==> src/sv/sync_framed_ack_receiver_crc16_defines.svh <==
// assertion macros shared by the receiver modules
`ifndef SYNC_FRAMED_ACK_RECEIVER_CRC16_DEFINES_SVH
`define SYNC_FRAMED_ACK_RECEIVER_CRC16_DEFINES_SVH

// implication checked on every clock edge outside reset
`define SFA_ASSERT_IMPL(label, clk, rst, cond, prop, msg) \
   label: assert property (@(posedge clk) disable iff (rst) (cond) |-> (prop)) \
      else $error(msg);

// implication checked at the next clock edge
`define SFA_ASSERT_NEXT(label, clk, rst, cond, prop, msg) \
   label: assert property (@(posedge clk) disable iff (rst) (cond) |=> (prop)) \
      else $error(msg);

`endif

==> src/sv/sfa_pkg.sv <==
// ----------------------------------------------------------------------------
// sfa_pkg
// types, constants and the crc function of the acknowledgement receiver
// ----------------------------------------------------------------------------
`timescale 1ns / 1ps

package sfa_pkg;

   localparam int unsigned MAX_PACKET_BYTES = 2048;
   localparam int unsigned COUNT_WIDTH      = 17;
   localparam logic [31:0] SYNC_WORD        = 32'h109BC4F0;
   localparam logic [15:0] CRC_INIT         = 16'hFFFF;
   localparam logic [15:0] CRC_POLY         = 16'hA001;
   localparam logic [COUNT_WIDTH-1:0] HEADER_BYTES = COUNT_WIDTH'(16);
   localparam logic [COUNT_WIDTH-1:0] CRC_START    = COUNT_WIDTH'(8);
   localparam logic [COUNT_WIDTH-1:0] MAX_COUNT    = COUNT_WIDTH'(MAX_PACKET_BYTES);
   localparam int unsigned QUEUE_DEPTH      = 4;
   localparam int unsigned QUEUE_AW         = 2;

   localparam logic [1:0] KIND_ARM  = 2'd0;
   localparam logic [1:0] KIND_BYTE = 2'd1;
   localparam logic [1:0] KIND_TICK = 2'd2;

   localparam logic [1:0] ST_OK     = 2'd0;
   localparam logic [1:0] ST_FAIL   = 2'd1;
   localparam logic [1:0] ST_CRC    = 2'd2;
   localparam logic [1:0] ST_DEVICE = 2'd3;

   // one result item
   typedef struct packed {
      logic        result_kind;
      logic [7:0]  payload_byte;
      logic [15:0] payload_index;
      logic [1:0]  status;
      logic [7:0]  device_code;
      logic [15:0] data_length;
      logic [7:0]  sequence_res;
      logic [7:0]  category;
      logic [7:0]  command;
   } result_type;

   // work from front to back: up to two result items of one step
   typedef struct packed {
      logic       two;
      result_type first;
      result_type second;
   } entry_type;

   function automatic logic [15:0] crc_byte(input logic [15:0] crc_in,
                                            input logic [7:0] b);
      logic [15:0] c;
      c = crc_in ^ {8'h00, b};
      for (int k = 0; k < 8; k++) begin
         c = c[0] ? ((c >> 1) ^ CRC_POLY) : (c >> 1);
      end
      return c;
   endfunction

endpackage

==> src/sv/sfa_front.sv <==
// ----------------------------------------------------------------------------
// sfa_front
// sync hunt, header capture, crc, timeout and overflow; builds result entries
// ----------------------------------------------------------------------------
`timescale 1ns / 1ps
`include "sync_framed_ack_receiver_crc16_defines.svh"

module sfa_front (
   input  logic                clock,
   input  logic                reset,
   input  logic                in_valid,
   input  logic [1:0]          in_kind,
   input  logic [7:0]          in_byte,
   input  logic [31:0]         in_ticks,
   output logic                ent_valid,
   output sfa_pkg::entry_type  ent_data
);

   logic        armed_ff, armed_in;
   logic [23:0] window_ff, window_in;
   logic [sfa_pkg::COUNT_WIDTH-1:0] count_ff, count_in;
   logic [15:0] length_ff, length_in;
   logic [15:0] rcrc_ff, rcrc_in;
   logic [15:0] crc_ff, crc_in;
   logic [31:0] ids_ff, ids_in;
   logic [31:0] remain_ff, remain_in;

   logic [sfa_pkg::COUNT_WIDTH-1:0] n;
   logic [31:0] word;
   logic [15:0] crc_next;
   sfa_pkg::result_type fail_r, pay_r, fin_r;

   always_comb begin
      armed_in  = armed_ff;
      window_in = window_ff;
      count_in  = count_ff;
      length_in = length_ff;
      rcrc_in   = rcrc_ff;
      crc_in    = crc_ff;
      ids_in    = ids_ff;
      remain_in = remain_ff;
      ent_valid = 1'b0;
      ent_data  = '0;
      n         = count_ff + sfa_pkg::COUNT_WIDTH'(1);
      word      = {in_byte, window_ff};
      crc_next  = sfa_pkg::crc_byte(crc_ff, in_byte);

      fail_r = '0;
      fail_r.result_kind = 1'b1;
      fail_r.status      = sfa_pkg::ST_FAIL;
      pay_r = '0;
      pay_r.payload_byte  = in_byte;
      pay_r.payload_index = 16'(count_ff - sfa_pkg::HEADER_BYTES);
      fin_r = '0;
      fin_r.result_kind = 1'b1;

      if (in_valid) begin
         if (in_kind == sfa_pkg::KIND_ARM) begin
            armed_in  = 1'b1;
            window_in = '0;
            count_in  = '0;
            length_in = '0;
            rcrc_in   = '0;
            crc_in    = sfa_pkg::CRC_INIT;
            ids_in    = '0;
            remain_in = in_ticks;
         end else if (armed_ff && in_kind == sfa_pkg::KIND_TICK) begin
            if (remain_ff == 32'd0) begin
               armed_in       = 1'b0;
               ent_valid      = 1'b1;
               ent_data.first = fail_r;
            end else begin
               remain_in = remain_ff - 32'd1;
            end
         end else if (armed_ff && in_kind == sfa_pkg::KIND_BYTE) begin
            if (count_ff < sfa_pkg::COUNT_WIDTH'(3)) begin
               window_in = window_ff | (24'(in_byte) << (count_ff[1:0] * 5'd8));
               count_in  = n;
            end else if (count_ff == sfa_pkg::COUNT_WIDTH'(3)) begin
               if (word == sfa_pkg::SYNC_WORD) count_in = sfa_pkg::COUNT_WIDTH'(4);
               else window_in = word[31:8];
            end else if (n > sfa_pkg::MAX_COUNT) begin
               armed_in       = 1'b0;
               ent_valid      = 1'b1;
               ent_data.first = fail_r;
            end else begin
               count_in = n;
               case (count_ff)
                  sfa_pkg::COUNT_WIDTH'(4):  length_in = {8'h00, in_byte};
                  sfa_pkg::COUNT_WIDTH'(5):  length_in = {in_byte, length_ff[7:0]};
                  sfa_pkg::COUNT_WIDTH'(6):  rcrc_in   = {8'h00, in_byte};
                  sfa_pkg::COUNT_WIDTH'(7):  rcrc_in   = {in_byte, rcrc_ff[7:0]};
                  sfa_pkg::COUNT_WIDTH'(8):  ids_in[7:0]   = in_byte;
                  sfa_pkg::COUNT_WIDTH'(9):  ids_in[15:8]  = in_byte;
                  sfa_pkg::COUNT_WIDTH'(10): ids_in[23:16] = in_byte;
                  sfa_pkg::COUNT_WIDTH'(11): ids_in[31:24] = in_byte;
                  default: ;
               endcase
               if (count_ff >= sfa_pkg::CRC_START) crc_in = crc_next;
               fin_r.data_length  = length_in;
               fin_r.sequence_res = ids_in[7:0];
               fin_r.category     = ids_in[15:8];
               fin_r.command      = ids_in[23:16];
               if (crc_in != rcrc_in) begin
                  fin_r.status = sfa_pkg::ST_CRC;
               end else if (ids_in[31:24] != 8'h00) begin
                  fin_r.status      = sfa_pkg::ST_DEVICE;
                  fin_r.device_code = ids_in[31:24];
               end else begin
                  fin_r.status = sfa_pkg::ST_OK;
               end
               if (n >= sfa_pkg::HEADER_BYTES &&
                   n >= ({1'b0, length_in} + sfa_pkg::HEADER_BYTES)) begin
                  armed_in  = 1'b0;
                  ent_valid = 1'b1;
                  if (count_ff >= sfa_pkg::HEADER_BYTES) begin
                     ent_data.two    = 1'b1;
                     ent_data.first  = pay_r;
                     ent_data.second = fin_r;
                  end else begin
                     ent_data.first = fin_r;
                  end
               end else if (count_ff >= sfa_pkg::HEADER_BYTES) begin
                  ent_valid      = 1'b1;
                  ent_data.first = pay_r;
               end
            end
         end
      end
   end

   always_ff @(posedge clock) begin
      if (reset) begin
         armed_ff  <= 1'b0;
         window_ff <= '0;
         count_ff  <= '0;
         length_ff <= '0;
         rcrc_ff   <= '0;
         crc_ff    <= sfa_pkg::CRC_INIT;
         ids_ff    <= '0;
         remain_ff <= '0;
      end else begin
         armed_ff  <= armed_in;
         window_ff <= window_in;
         count_ff  <= count_in;
         length_ff <= length_in;
         rcrc_ff   <= rcrc_in;
         crc_ff    <= crc_in;
         ids_ff    <= ids_in;
         remain_ff <= remain_in;
      end
   end

   `SFA_ASSERT_IMPL(a_count_bound, clock, reset, 1'b1,
      count_ff <= sfa_pkg::MAX_COUNT, "packet byte count beyond limit")
   `SFA_ASSERT_IMPL(a_no_out_idle, clock, reset, !armed_ff && in_kind != sfa_pkg::KIND_ARM,
      !ent_valid, "item produced while disarmed")
   `SFA_ASSERT_NEXT(a_disarm_final, clock, reset, ent_valid && ent_data.first.result_kind,
      !armed_ff, "still armed after final status")

endmodule

==> src/sv/sfa_back.sv <==
// ----------------------------------------------------------------------------
// sfa_back
// entry queue and output stage; drains one or two result items per entry
// ----------------------------------------------------------------------------
`timescale 1ns / 1ps
`include "sync_framed_ack_receiver_crc16_defines.svh"

module sfa_back (
   input  logic                clock,
   input  logic                reset,
   input  logic                ent_valid,
   input  sfa_pkg::entry_type  ent_data,
   output logic                full,
   output logic                empty,
   input  logic                pop,
   output sfa_pkg::result_type rsp
);

   sfa_pkg::entry_type q_ff [sfa_pkg::QUEUE_DEPTH];
   logic [sfa_pkg::QUEUE_AW-1:0] wr_ff, wr_in, rd_ff, rd_in;
   logic [sfa_pkg::QUEUE_AW:0]   used_ff, used_in;
   logic                         half_ff, half_in;
   logic                         take;
   logic                         done;

   assign full  = used_ff >= (sfa_pkg::QUEUE_AW+1)'(sfa_pkg::QUEUE_DEPTH - 1);
   assign empty = used_ff == '0;
   assign rsp   = half_ff ? q_ff[rd_ff].second : q_ff[rd_ff].first;
   assign take  = pop && !empty;
   assign done  = take && (half_ff || !q_ff[rd_ff].two);

   always_comb begin
      wr_in   = ent_valid ? wr_ff + 1'b1 : wr_ff;
      rd_in   = done ? rd_ff + 1'b1 : rd_ff;
      half_in = take ? !done : half_ff;
      used_in = used_ff + (sfa_pkg::QUEUE_AW+1)'(ent_valid)
                - (sfa_pkg::QUEUE_AW+1)'(done);
   end

   always_ff @(posedge clock) begin
      if (reset) begin
         wr_ff   <= '0;
         rd_ff   <= '0;
         used_ff <= '0;
         half_ff <= 1'b0;
      end else begin
         wr_ff   <= wr_in;
         rd_ff   <= rd_in;
         used_ff <= used_in;
         half_ff <= half_in;
      end
   end

   always_ff @(posedge clock) begin
      if (ent_valid) q_ff[wr_ff] <= ent_data;
   end

   `SFA_ASSERT_IMPL(a_no_overrun, clock, reset, ent_valid,
      used_ff < (sfa_pkg::QUEUE_AW+1)'(sfa_pkg::QUEUE_DEPTH), "entry queue overrun")
   `SFA_ASSERT_IMPL(a_half_valid, clock, reset, half_ff,
      !empty && q_ff[rd_ff].two, "second half without a paired entry")

endmodule

==> src/sv/sync_framed_ack_receiver_crc16.sv <==
// ----------------------------------------------------------------------------
// sync_framed_ack_receiver_crc16
// acknowledgement packet receiver with sync hunt and crc-16/modbus check
// ----------------------------------------------------------------------------
// channel   direction  handshake       payload
// req_      in         push / full     kind, rx_byte, timeout_ticks
// rsp_      out        pop / empty     result item, nine fields
//
// one item per cycle while full is low; the front updates state in the cycle of acceptance
// a result item is written to the queue at the clock edge that accepts its input item
// full rises when the four-entry queue holds three entries; no clearing pass
// synchronous active-high reset disarms and empties the queue
// ----------------------------------------------------------------------------
`timescale 1ns / 1ps

module sync_framed_ack_receiver_crc16 (
   input  logic        clock,
   input  logic        reset,
   input  logic        push,
   output logic        full,
   input  logic [1:0]  req_kind,
   input  logic [7:0]  req_rx_byte,
   input  logic [31:0] req_timeout_ticks,
   output logic        empty,
   input  logic        pop,
   output logic        rsp_result_kind,
   output logic [7:0]  rsp_payload_byte,
   output logic [15:0] rsp_payload_index,
   output logic [1:0]  rsp_status,
   output logic [7:0]  rsp_device_code,
   output logic [15:0] rsp_data_length,
   output logic [7:0]  rsp_sequence_res,
   output logic [7:0]  rsp_category,
   output logic [7:0]  rsp_command
);

   logic                ent_valid;
   sfa_pkg::entry_type  ent_data;
   sfa_pkg::result_type rsp;

   sfa_front u_front (
      .clock     (clock),
      .reset     (reset),
      .in_valid  (push && !full),
      .in_kind   (req_kind),
      .in_byte   (req_rx_byte),
      .in_ticks  (req_timeout_ticks),
      .ent_valid (ent_valid),
      .ent_data  (ent_data)
   );

   sfa_back u_back (
      .clock     (clock),
      .reset     (reset),
      .ent_valid (ent_valid),
      .ent_data  (ent_data),
      .full      (full),
      .empty     (empty),
      .pop       (pop),
      .rsp       (rsp)
   );

   assign rsp_result_kind   = rsp.result_kind;
   assign rsp_payload_byte  = rsp.payload_byte;
   assign rsp_payload_index = rsp.payload_index;
   assign rsp_status        = rsp.status;
   assign rsp_device_code   = rsp.device_code;
   assign rsp_data_length   = rsp.data_length;
   assign rsp_sequence_res  = rsp.sequence_res;
   assign rsp_category      = rsp.category;
   assign rsp_command       = rsp.command;

endmodule

==> config.mk <==
export PLATFORM = sky130hd
export DESIGN_NAME = sync_framed_ack_receiver_crc16
export DESIGN_NICKNAME = d
export VERILOG_FILES = /design/src/sv/sfa_pkg.sv /design/src/sv/sfa_front.sv /design/src/sv/sfa_back.sv /design/src/sv/sync_framed_ack_receiver_crc16.sv
export VERILOG_INCLUDE_DIRS = /design/src /design/src/sv
export SDC_FILE = /design/constraint.sdc
export NUM_CORES = 1
export LEC_CHECK = 0
export BUFFER_PORTS_ARGS = -buffer_cell sky130_fd_sc_hd__buf_2
export CORE_ASPECT_RATIO = 0.75
export CORE_MARGIN = 3
export CORE_UTILIZATION = 54
export DETAILED_ROUTE_END_ITERATION = 6
export PLACE_DENSITY_LB_ADDON = 0.3
export SETUP_SLACK_MARGIN = 0.02
export SLEW_MARGIN = 15
export SYNTH_ARGS = -nofsm -noshare
export SYNTH_HDL_FRONTEND = slang
export SYNTH_SLANG_ARGS = --single-unit
==> constraint.sdc <==
create_clock -name clock -period 9.9 [get_ports clock]
set_clock_uncertainty 0.1 [all_clocks]
set_input_delay 2.475 -clock clock [delete_from_list [all_inputs] [get_ports clock]]
set_output_delay 2.475 -clock clock [all_outputs]
set_load 0.02 [all_outputs]
Word-level counts from Yosys, hierarchy flattened --
Memories as Yosys holds them, arrays and structs flattened. A register that Yosys moved wholly into a read port is not among the register bits. Cells that the tools add are included.
Storage, ports and cells: bits in registers 162, RAM bits 604, input port bits 46, output and inout bits 77, word-level logic and storage cells 216, memories kept 1
Cells by class: $add $sub $neg 8, order comparisons 7, equal/unequal tests 24, shift operators 1, muxes and demuxes 128, bitwise logic cells 10, reductions and logical operators 25
Memories:
- u_back.q_ff | depth 4, bits a word 151, read ports 1, clocked after memory_dff 1, wr ports 1, RTL line sfa_back.sv:19 | sfa_pkg::entry_type q_ff [sfa_pkg::QUEUE_DEPTH];
Operator list (count):
- $mux W16 | 48
- $mux W151 | 5
- $mux W75 | 10
- $mux W32 | 9
- $mux W24 | 6
- $mux W17 | 7
- $mux W8 | 13
- $mux W74 | 1
- $eq A17 B3 Y1 const B | 4
- $eq A17 B4 Y1 const B | 4
- $pmux W16 S2 | 2
- $ge A17 B5 Y1 const B | 2
- $eq A32 B29 Y1 const B | 1
- $logic_not A32 Y1 | 1
- $sub A32 B1 Y32 const B | 1
- $not A2 Y3 | 8
- $or A24 B24 Y24 | 1
- $shl A8 B5 Y24 | 1
- $mux W1 | 23
- $add A16 B5 Y17 const B | 1
- $add A17 B1 Y17 const B | 1
- $eq A17 B2 Y1 const B | 1
- $ge A17 B17 Y1 | 1
- $ge A17 B4 Y1 const B | 1
- other kinds (29) | 51

Logic depth before layout (Yosys ltp) --
depth after elaboration 36, depth in mapped cells 30, depth with buffers taken out 27

By module --
From an unflattened synthesis, not the netlist that was laid out.
Unflattened totals: cell total of the unflattened synthesis 2406, area total of the unflattened synthesis 34322.9 µm²
By module, submodules not included:
- sfa_back | times used 1, cells each 931, area an instance 23516.3 µm², seq. area each 18337.6 µm²
- sfa_front | times used 1, cells each 1474, area an instance 10792.9 µm², seq. area each 3083.0 µm²
- sync_framed_ack_receiver_crc16 | times used 1, cells each 1, area an instance 13.8 µm², seq. area each 0.0 µm²

Worst setup path after synthesis --
OpenSTA, ideal clock, no wires.
kind input port to flip-flop, from input port req_rx_byte[4], to memory u_back.q_ff[1][0] (netlist bit), enable pin, library setup time 0.500 ns, arrival time 8.182 ns, data required time 9.300 ns, path slack 1.118 ns, stages on the path 16, buffers on the path 1, cell sequence clkbuf_1 a22oi_1 inv_1 ha_1 and3_1 nand2b_1 xnor2_1 ha_1 a21oi_1 o21ai_0 a2111oi_0 a211oi_1 o2bb2ai_1 a21bo_2 a31oi_1 and2_1
On the way: word-level cells in the longest chain between the ends 21
Ends and longest elaborated chain:
- start, declared | RTL line sync_framed_ack_receiver_crc16.sv:22 | input logic [7:0] req_rx_byte,
- $pmux W16 S2 | RTL line sfa_front.sv:88 | case (count_ff)
- $mux W16 | RTL line sfa_front.sv:82 | end else if (n > sfa_pkg::MAX_COUNT) begin
- $mux W16 | RTL line sfa_front.sv:79 | end else if (count_ff == sfa_pkg::COUNT_WIDTH'(3)) begin
- $mux W16 | RTL line sfa_front.sv:76 | if (count_ff < sfa_pkg::COUNT_WIDTH'(3)) begin
- $mux W16 | RTL line sfa_front.sv:75 | end else if (armed_ff && in_kind == sfa_pkg::KIND_BYTE) begin
- $mux W16 | RTL line sfa_front.sv:67 | end else if (armed_ff && in_kind == sfa_pkg::KIND_TICK) begin
- $mux W16 | RTL line sfa_front.sv:58 | if (in_kind == sfa_pkg::KIND_ARM) begin
- $mux W16 | RTL line sfa_front.sv:57 | if (in_valid) begin
- [5 not listed]
- $mux W1 | RTL line sfa_front.sv:79
- $mux W1 | RTL line sfa_front.sv:76
- $mux W1 | RTL line sfa_front.sv:75
- $mux W1 | RTL line sfa_front.sv:67
- $mux W1 | RTL line sfa_front.sv:58
- $mux W1 | RTL line sfa_front.sv:57
- $mux W1 | RTL line sfa_back.sv:55 | if (ent_valid) q_ff[wr_ff] <= ent_data;
- $mux W1 (not written as such) | RTL line sfa_back.sv:55
- end, declared | RTL line sfa_back.sv:19
No other way between the ends. The select of a mux whose other input is x is not followed.

Worst setup path after layout --
from register u_front.count_ff[4] (netlist bit), to memory u_back.q_ff[3][91] (netlist bit), enable pin
On the way: word-level cells in the longest chain between the ends 22, elaborated cells between the ends (all ways) 30, classes of those cells add/sub (2); order compare (5); eq/ne (3); mux (19); reduce/logical (1)
Ends and longest elaborated chain:
- start, declared | RTL line sfa_front.sv:21 | logic [sfa_pkg::COUNT_WIDTH-1:0] count_ff, count_in;
- start signal, assigned | RTL line sfa_front.sv:145 | count_ff <= count_in;
- $eq A17 B3 Y1 | RTL line sfa_front.sv:88
- $pmux W16 S2 | RTL line sfa_front.sv:88
- $mux W16 | RTL line sfa_front.sv:82
- $mux W16 | RTL line sfa_front.sv:79
- $mux W16 | RTL line sfa_front.sv:76
- $mux W16 | RTL line sfa_front.sv:75
- $mux W16 | RTL line sfa_front.sv:67
- $mux W16 | RTL line sfa_front.sv:58
- [6 not listed]
- $mux W1 | RTL line sfa_front.sv:79
- $mux W1 * | RTL line sfa_front.sv:76
- $mux W1 * | RTL line sfa_front.sv:75
- $mux W1 * | RTL line sfa_front.sv:67
- $mux W1 * | RTL line sfa_front.sv:58
- $mux W1 * | RTL line sfa_front.sv:57
- $mux W1 * | RTL line sfa_back.sv:55
- $mux W1 (not written as such) * | RTL line sfa_back.sv:55
Every way passes the cells marked *; elsewhere a longest branch is shown, timed or not. The select of a mux whose other input is x is not followed.

==> run metrics <==
status=completed; CP Launch Type=flop; initial core utilization=0.554; Crit. Startpoint=u_front.count_ff[4]; area leader, netlist=edfxtp_1; CP required=10,050 ps; RSZ-0062 raised after global routing=false; core area=53,800 um^2; GPL Wtd Cong=about 0.9; share of flip-flops with an asynchronous set or reset=0; CTS Hold Buffers Added=0; Critical Path Fanout Max=33; Fin Setup TNS=0 ps; mapped cell area=29,800 um^2; Finished Cell Area=33,100 um^2; Tot GR Track Use=0.244; Num Clock Sinks=668; share of the synthesized area in the top cell type=0.508; Nets=2,389; Final setup viols=0; Die ar.=58,100 um^2; routed len/inst=23.0 um; RR Endpoint=u_back.q_ff[3][91]; worst hold margin=382 ps; port bufs=122; CTS resizes=0; number of detailed-route iterations in the first pass=5; clk buf depth=3; Final ANT Viol Nets=0; ys flop type=edfxtp_1; power density over cell area=196 nW/um^2; CTS buffer count=66; Crit Path Category=reg -> reg; overflow left after global routing=0; Worst Reg-to-Reg Cells=22; area of the multi-input gates=10,600 um^2; CP endpoint=u_back.q_ff[3][91]; syn_nets=2,343; register bit total from synthesis=668; Max-cap violations=0; CTS H-tree lvls=3; register area share after synthesis=0.618; overall power=~6.5 mW; CP endpoint kind=flop; Final min period=7240 ps; Synth Instances=around 2,300; first-pass GRT wire length=111 mm; Critical Path AT=7390 ps; initial antenna violation count=5; DRC violations left=0; leakage power=10.6 nW; Root Driver=clkbuf_16; die width=277 um; worst skew pair latency=610 ps; yosys warns=0; Reg2Reg Launch Point=u_front.count_ff[4]; DR iter-0 viols=approximately 1,800; Synth area leaders=edfxtp_1 51%, dfxtp_1 11%, mux4_2 9.5%; Post-CTS Setup Inserts=0; num rows=73; fillers=3,955; Register Area=18,400 um^2; worst hold path class=reg -> reg; num ports=123; Placement Cell Area=around 31,000 um^2; actual transition at the worst max-transition pin=1110 ps; layout cells sized above 1=0.173; fin crit share=0.731; R2R setup slack=between 2000 and 3000 ps; pin count of the biggest net entering global routing=127; synth unique cells=80; Syn-to-layout area delta=10.9%; vias in the first global route=approximately 19,000; clock-pin slew on the worst setup and hold paths=60 ps; Max Clk Rate=138 MHz; Post-synth EDFFs=504; max_slew headroom=0.263; final number of max-transition violations=0; Post-Route WL=a little over 70 mm; CTS tree=yes; Via density=6.20; VDD IR-drop max=0.147 mV; Synth Area per Inst=13.2 um^2; Die H=209 um; Hold Fails Final Rpt=0; HPWL after detailed placement=about 42 mm; Vias=19,062
## worst min path at each step
| stage | start | to | slack [ps] | depth (start not counted) |
|---|---|---|---|---|
| floorplan | u_front.rcrc_ff[14] | u_front.rcrc_ff[14] | 350 | 1 |
| global placement | u_front.rcrc_ff[8] | u_front.rcrc_ff[8] | 370 | 1 |
| detailed placement | u_front.rcrc_ff[3] | u_front.rcrc_ff[3] | 370 | 1 |
| CTS | u_front.remain_ff[25] | u_front.remain_ff[25] | 380 | 2 |
| global route | u_front.rcrc_ff[3] | u_front.rcrc_ff[3] | 400 | 1 |
| finish | u_front.remain_ff[25] | u_front.remain_ff[25] | 380 | 2 |
## logic make-up (layout without fill, tap and decap cells)
family          Yosys count  in the layout  synth area share
other cells               0              1                 0
mux                     177            177             0.112
flops                   668            668             0.618
simple gates            753            753             0.122
fa+ha+maj                35             35            0.0149
xor+xnor                 76             76            0.0235
buf+inv                 200            299            0.0277
compound gates          353            353            0.0815
## metrics by stage
step | util | worst slack [ps] | instances
floorplan | - | 1120 | 2262
global placement | 0.574 | 2290 | 2952
detailed placement | 0.574 | 2150 | 2952
CTS | 0.615 | 2650 | 3073
global route | 0.615 | 2070 | 3073
finish | 0.615 | 2660 | 3074
## cell usage in the layout (no fill, tap or decap), types with 42 or more instances in the layout
master     count
dfxtp_1      161
nand2_1      284
nand2b_1      52
a21oi_1       84
nor3_1        49
edfxtp_1     504
o21ai_0       68
nor2_1       176
clkbuf_16     68
a211oi_1      42
mux2i_1       51
a22oi_1       45
mux4_2       126
buf_2        121
## per-layer routing
layer,vias to the layer above,share of wire,wire [um],GRT usage
met1,9546,0.43,30500,0.352
met3,115,0.083,5840,0.0611
met2,757,0.46,32300,0.373
li1,8636,-,-,-
met5,-,0.00064,45,0
met4,8,0.026,1830,0.0693
## critical path: stages (launching register included)
cell	delay [ps]
dfxtp_1	390
inv_1	190
ha_1	210
nor4b_4	400
and4_1	400
and3_1	450
nand2_1	320
a22oi_1	480
inv_1	120
ha_1	240
and3_1	180
nand2b_1	100
xnor2_1	80
ha_1	320
a21oi_1	60
o21ai_0	240
a2111oi_0	140
a211oi_1	280
o2bb2ai_1	200
a21bo_2	250
a31oi_1	510
and2_4	620
buf_4	520
## state kept, by name, indices dropped and copies added (netlist names), named ones only
register and count:
u_front.window_ff 24, u_front.ids_ff 32, u_back.q_ff 504, u_back.wr_ff 2, u_front.crc_ff 16, u_back.rd_ff 2
u_front.remain_ff 32, u_back.used_ff 3, u_front.length_ff 16, u_front.count_ff 17, u_back.half_ff 1, u_front.armed_ff 1
u_front.rcrc_ff 16
## where the power goes
| part | switching (mW) | internal (mW) |
|---|---|---|
| clock network | 1.06 | 1.46 |
| registers | 0.0515 | 3.01 |
| logic | 0.554 | 0.358 |
## layout make-up
type | instances | share of cell area
flip-flops and latches | 668 | 0.557
repair buffers | 144 | 0.0251
clock inverters | 34 | 0.0107
well taps | 712 | 0.0269
multi-input cells | 1394 | 0.321
diodes | 1 | 0.0000757
clock buffers | 87 | 0.0548
inverters | 34 | 0.00386
## synthesized netlist by cell type, types with 5 or more instances
| cell | number |
|---|---|
| and4_1 | 6 |
| nor3_1 | 50 |
| a21oi_1 | 85 |
| o21ai_0 | 68 |
| a22oi_1 | 45 |
| o32a_1 | 11 |
| mux4_2 | 126 |
| inv_1 | 33 |
| xor2_1 | 33 |
| a211oi_1 | 42 |
| o22ai_1 | 7 |
| a22o_1 | 19 |
| mux2i_1 | 51 |
| ha_1 | 34 |
| and2_1 | 45 |
| edfxtp_1 | 504 |
| nor4_1 | 14 |
| o31ai_1 | 5 |
| nor3_2 | 10 |
| nor2_1 | 177 |
| nand4_1 | 21 |
| nand2_1 | 285 |
| xnor2_1 | 40 |
| dfxtp_1 | 164 |
| nand2b_1 | 53 |
| buf_2 | 41 |
| nor2b_1 | 13 |
| nand3_1 | 21 |
| o32ai_1 | 34 |
| and3_1 | 9 |
| clkbuf_1 | 93 |
| or4_1 | 9 |
| buf_1 | 26 |
| or3_1 | 16 |
Power figures use the tool's default switching activity.
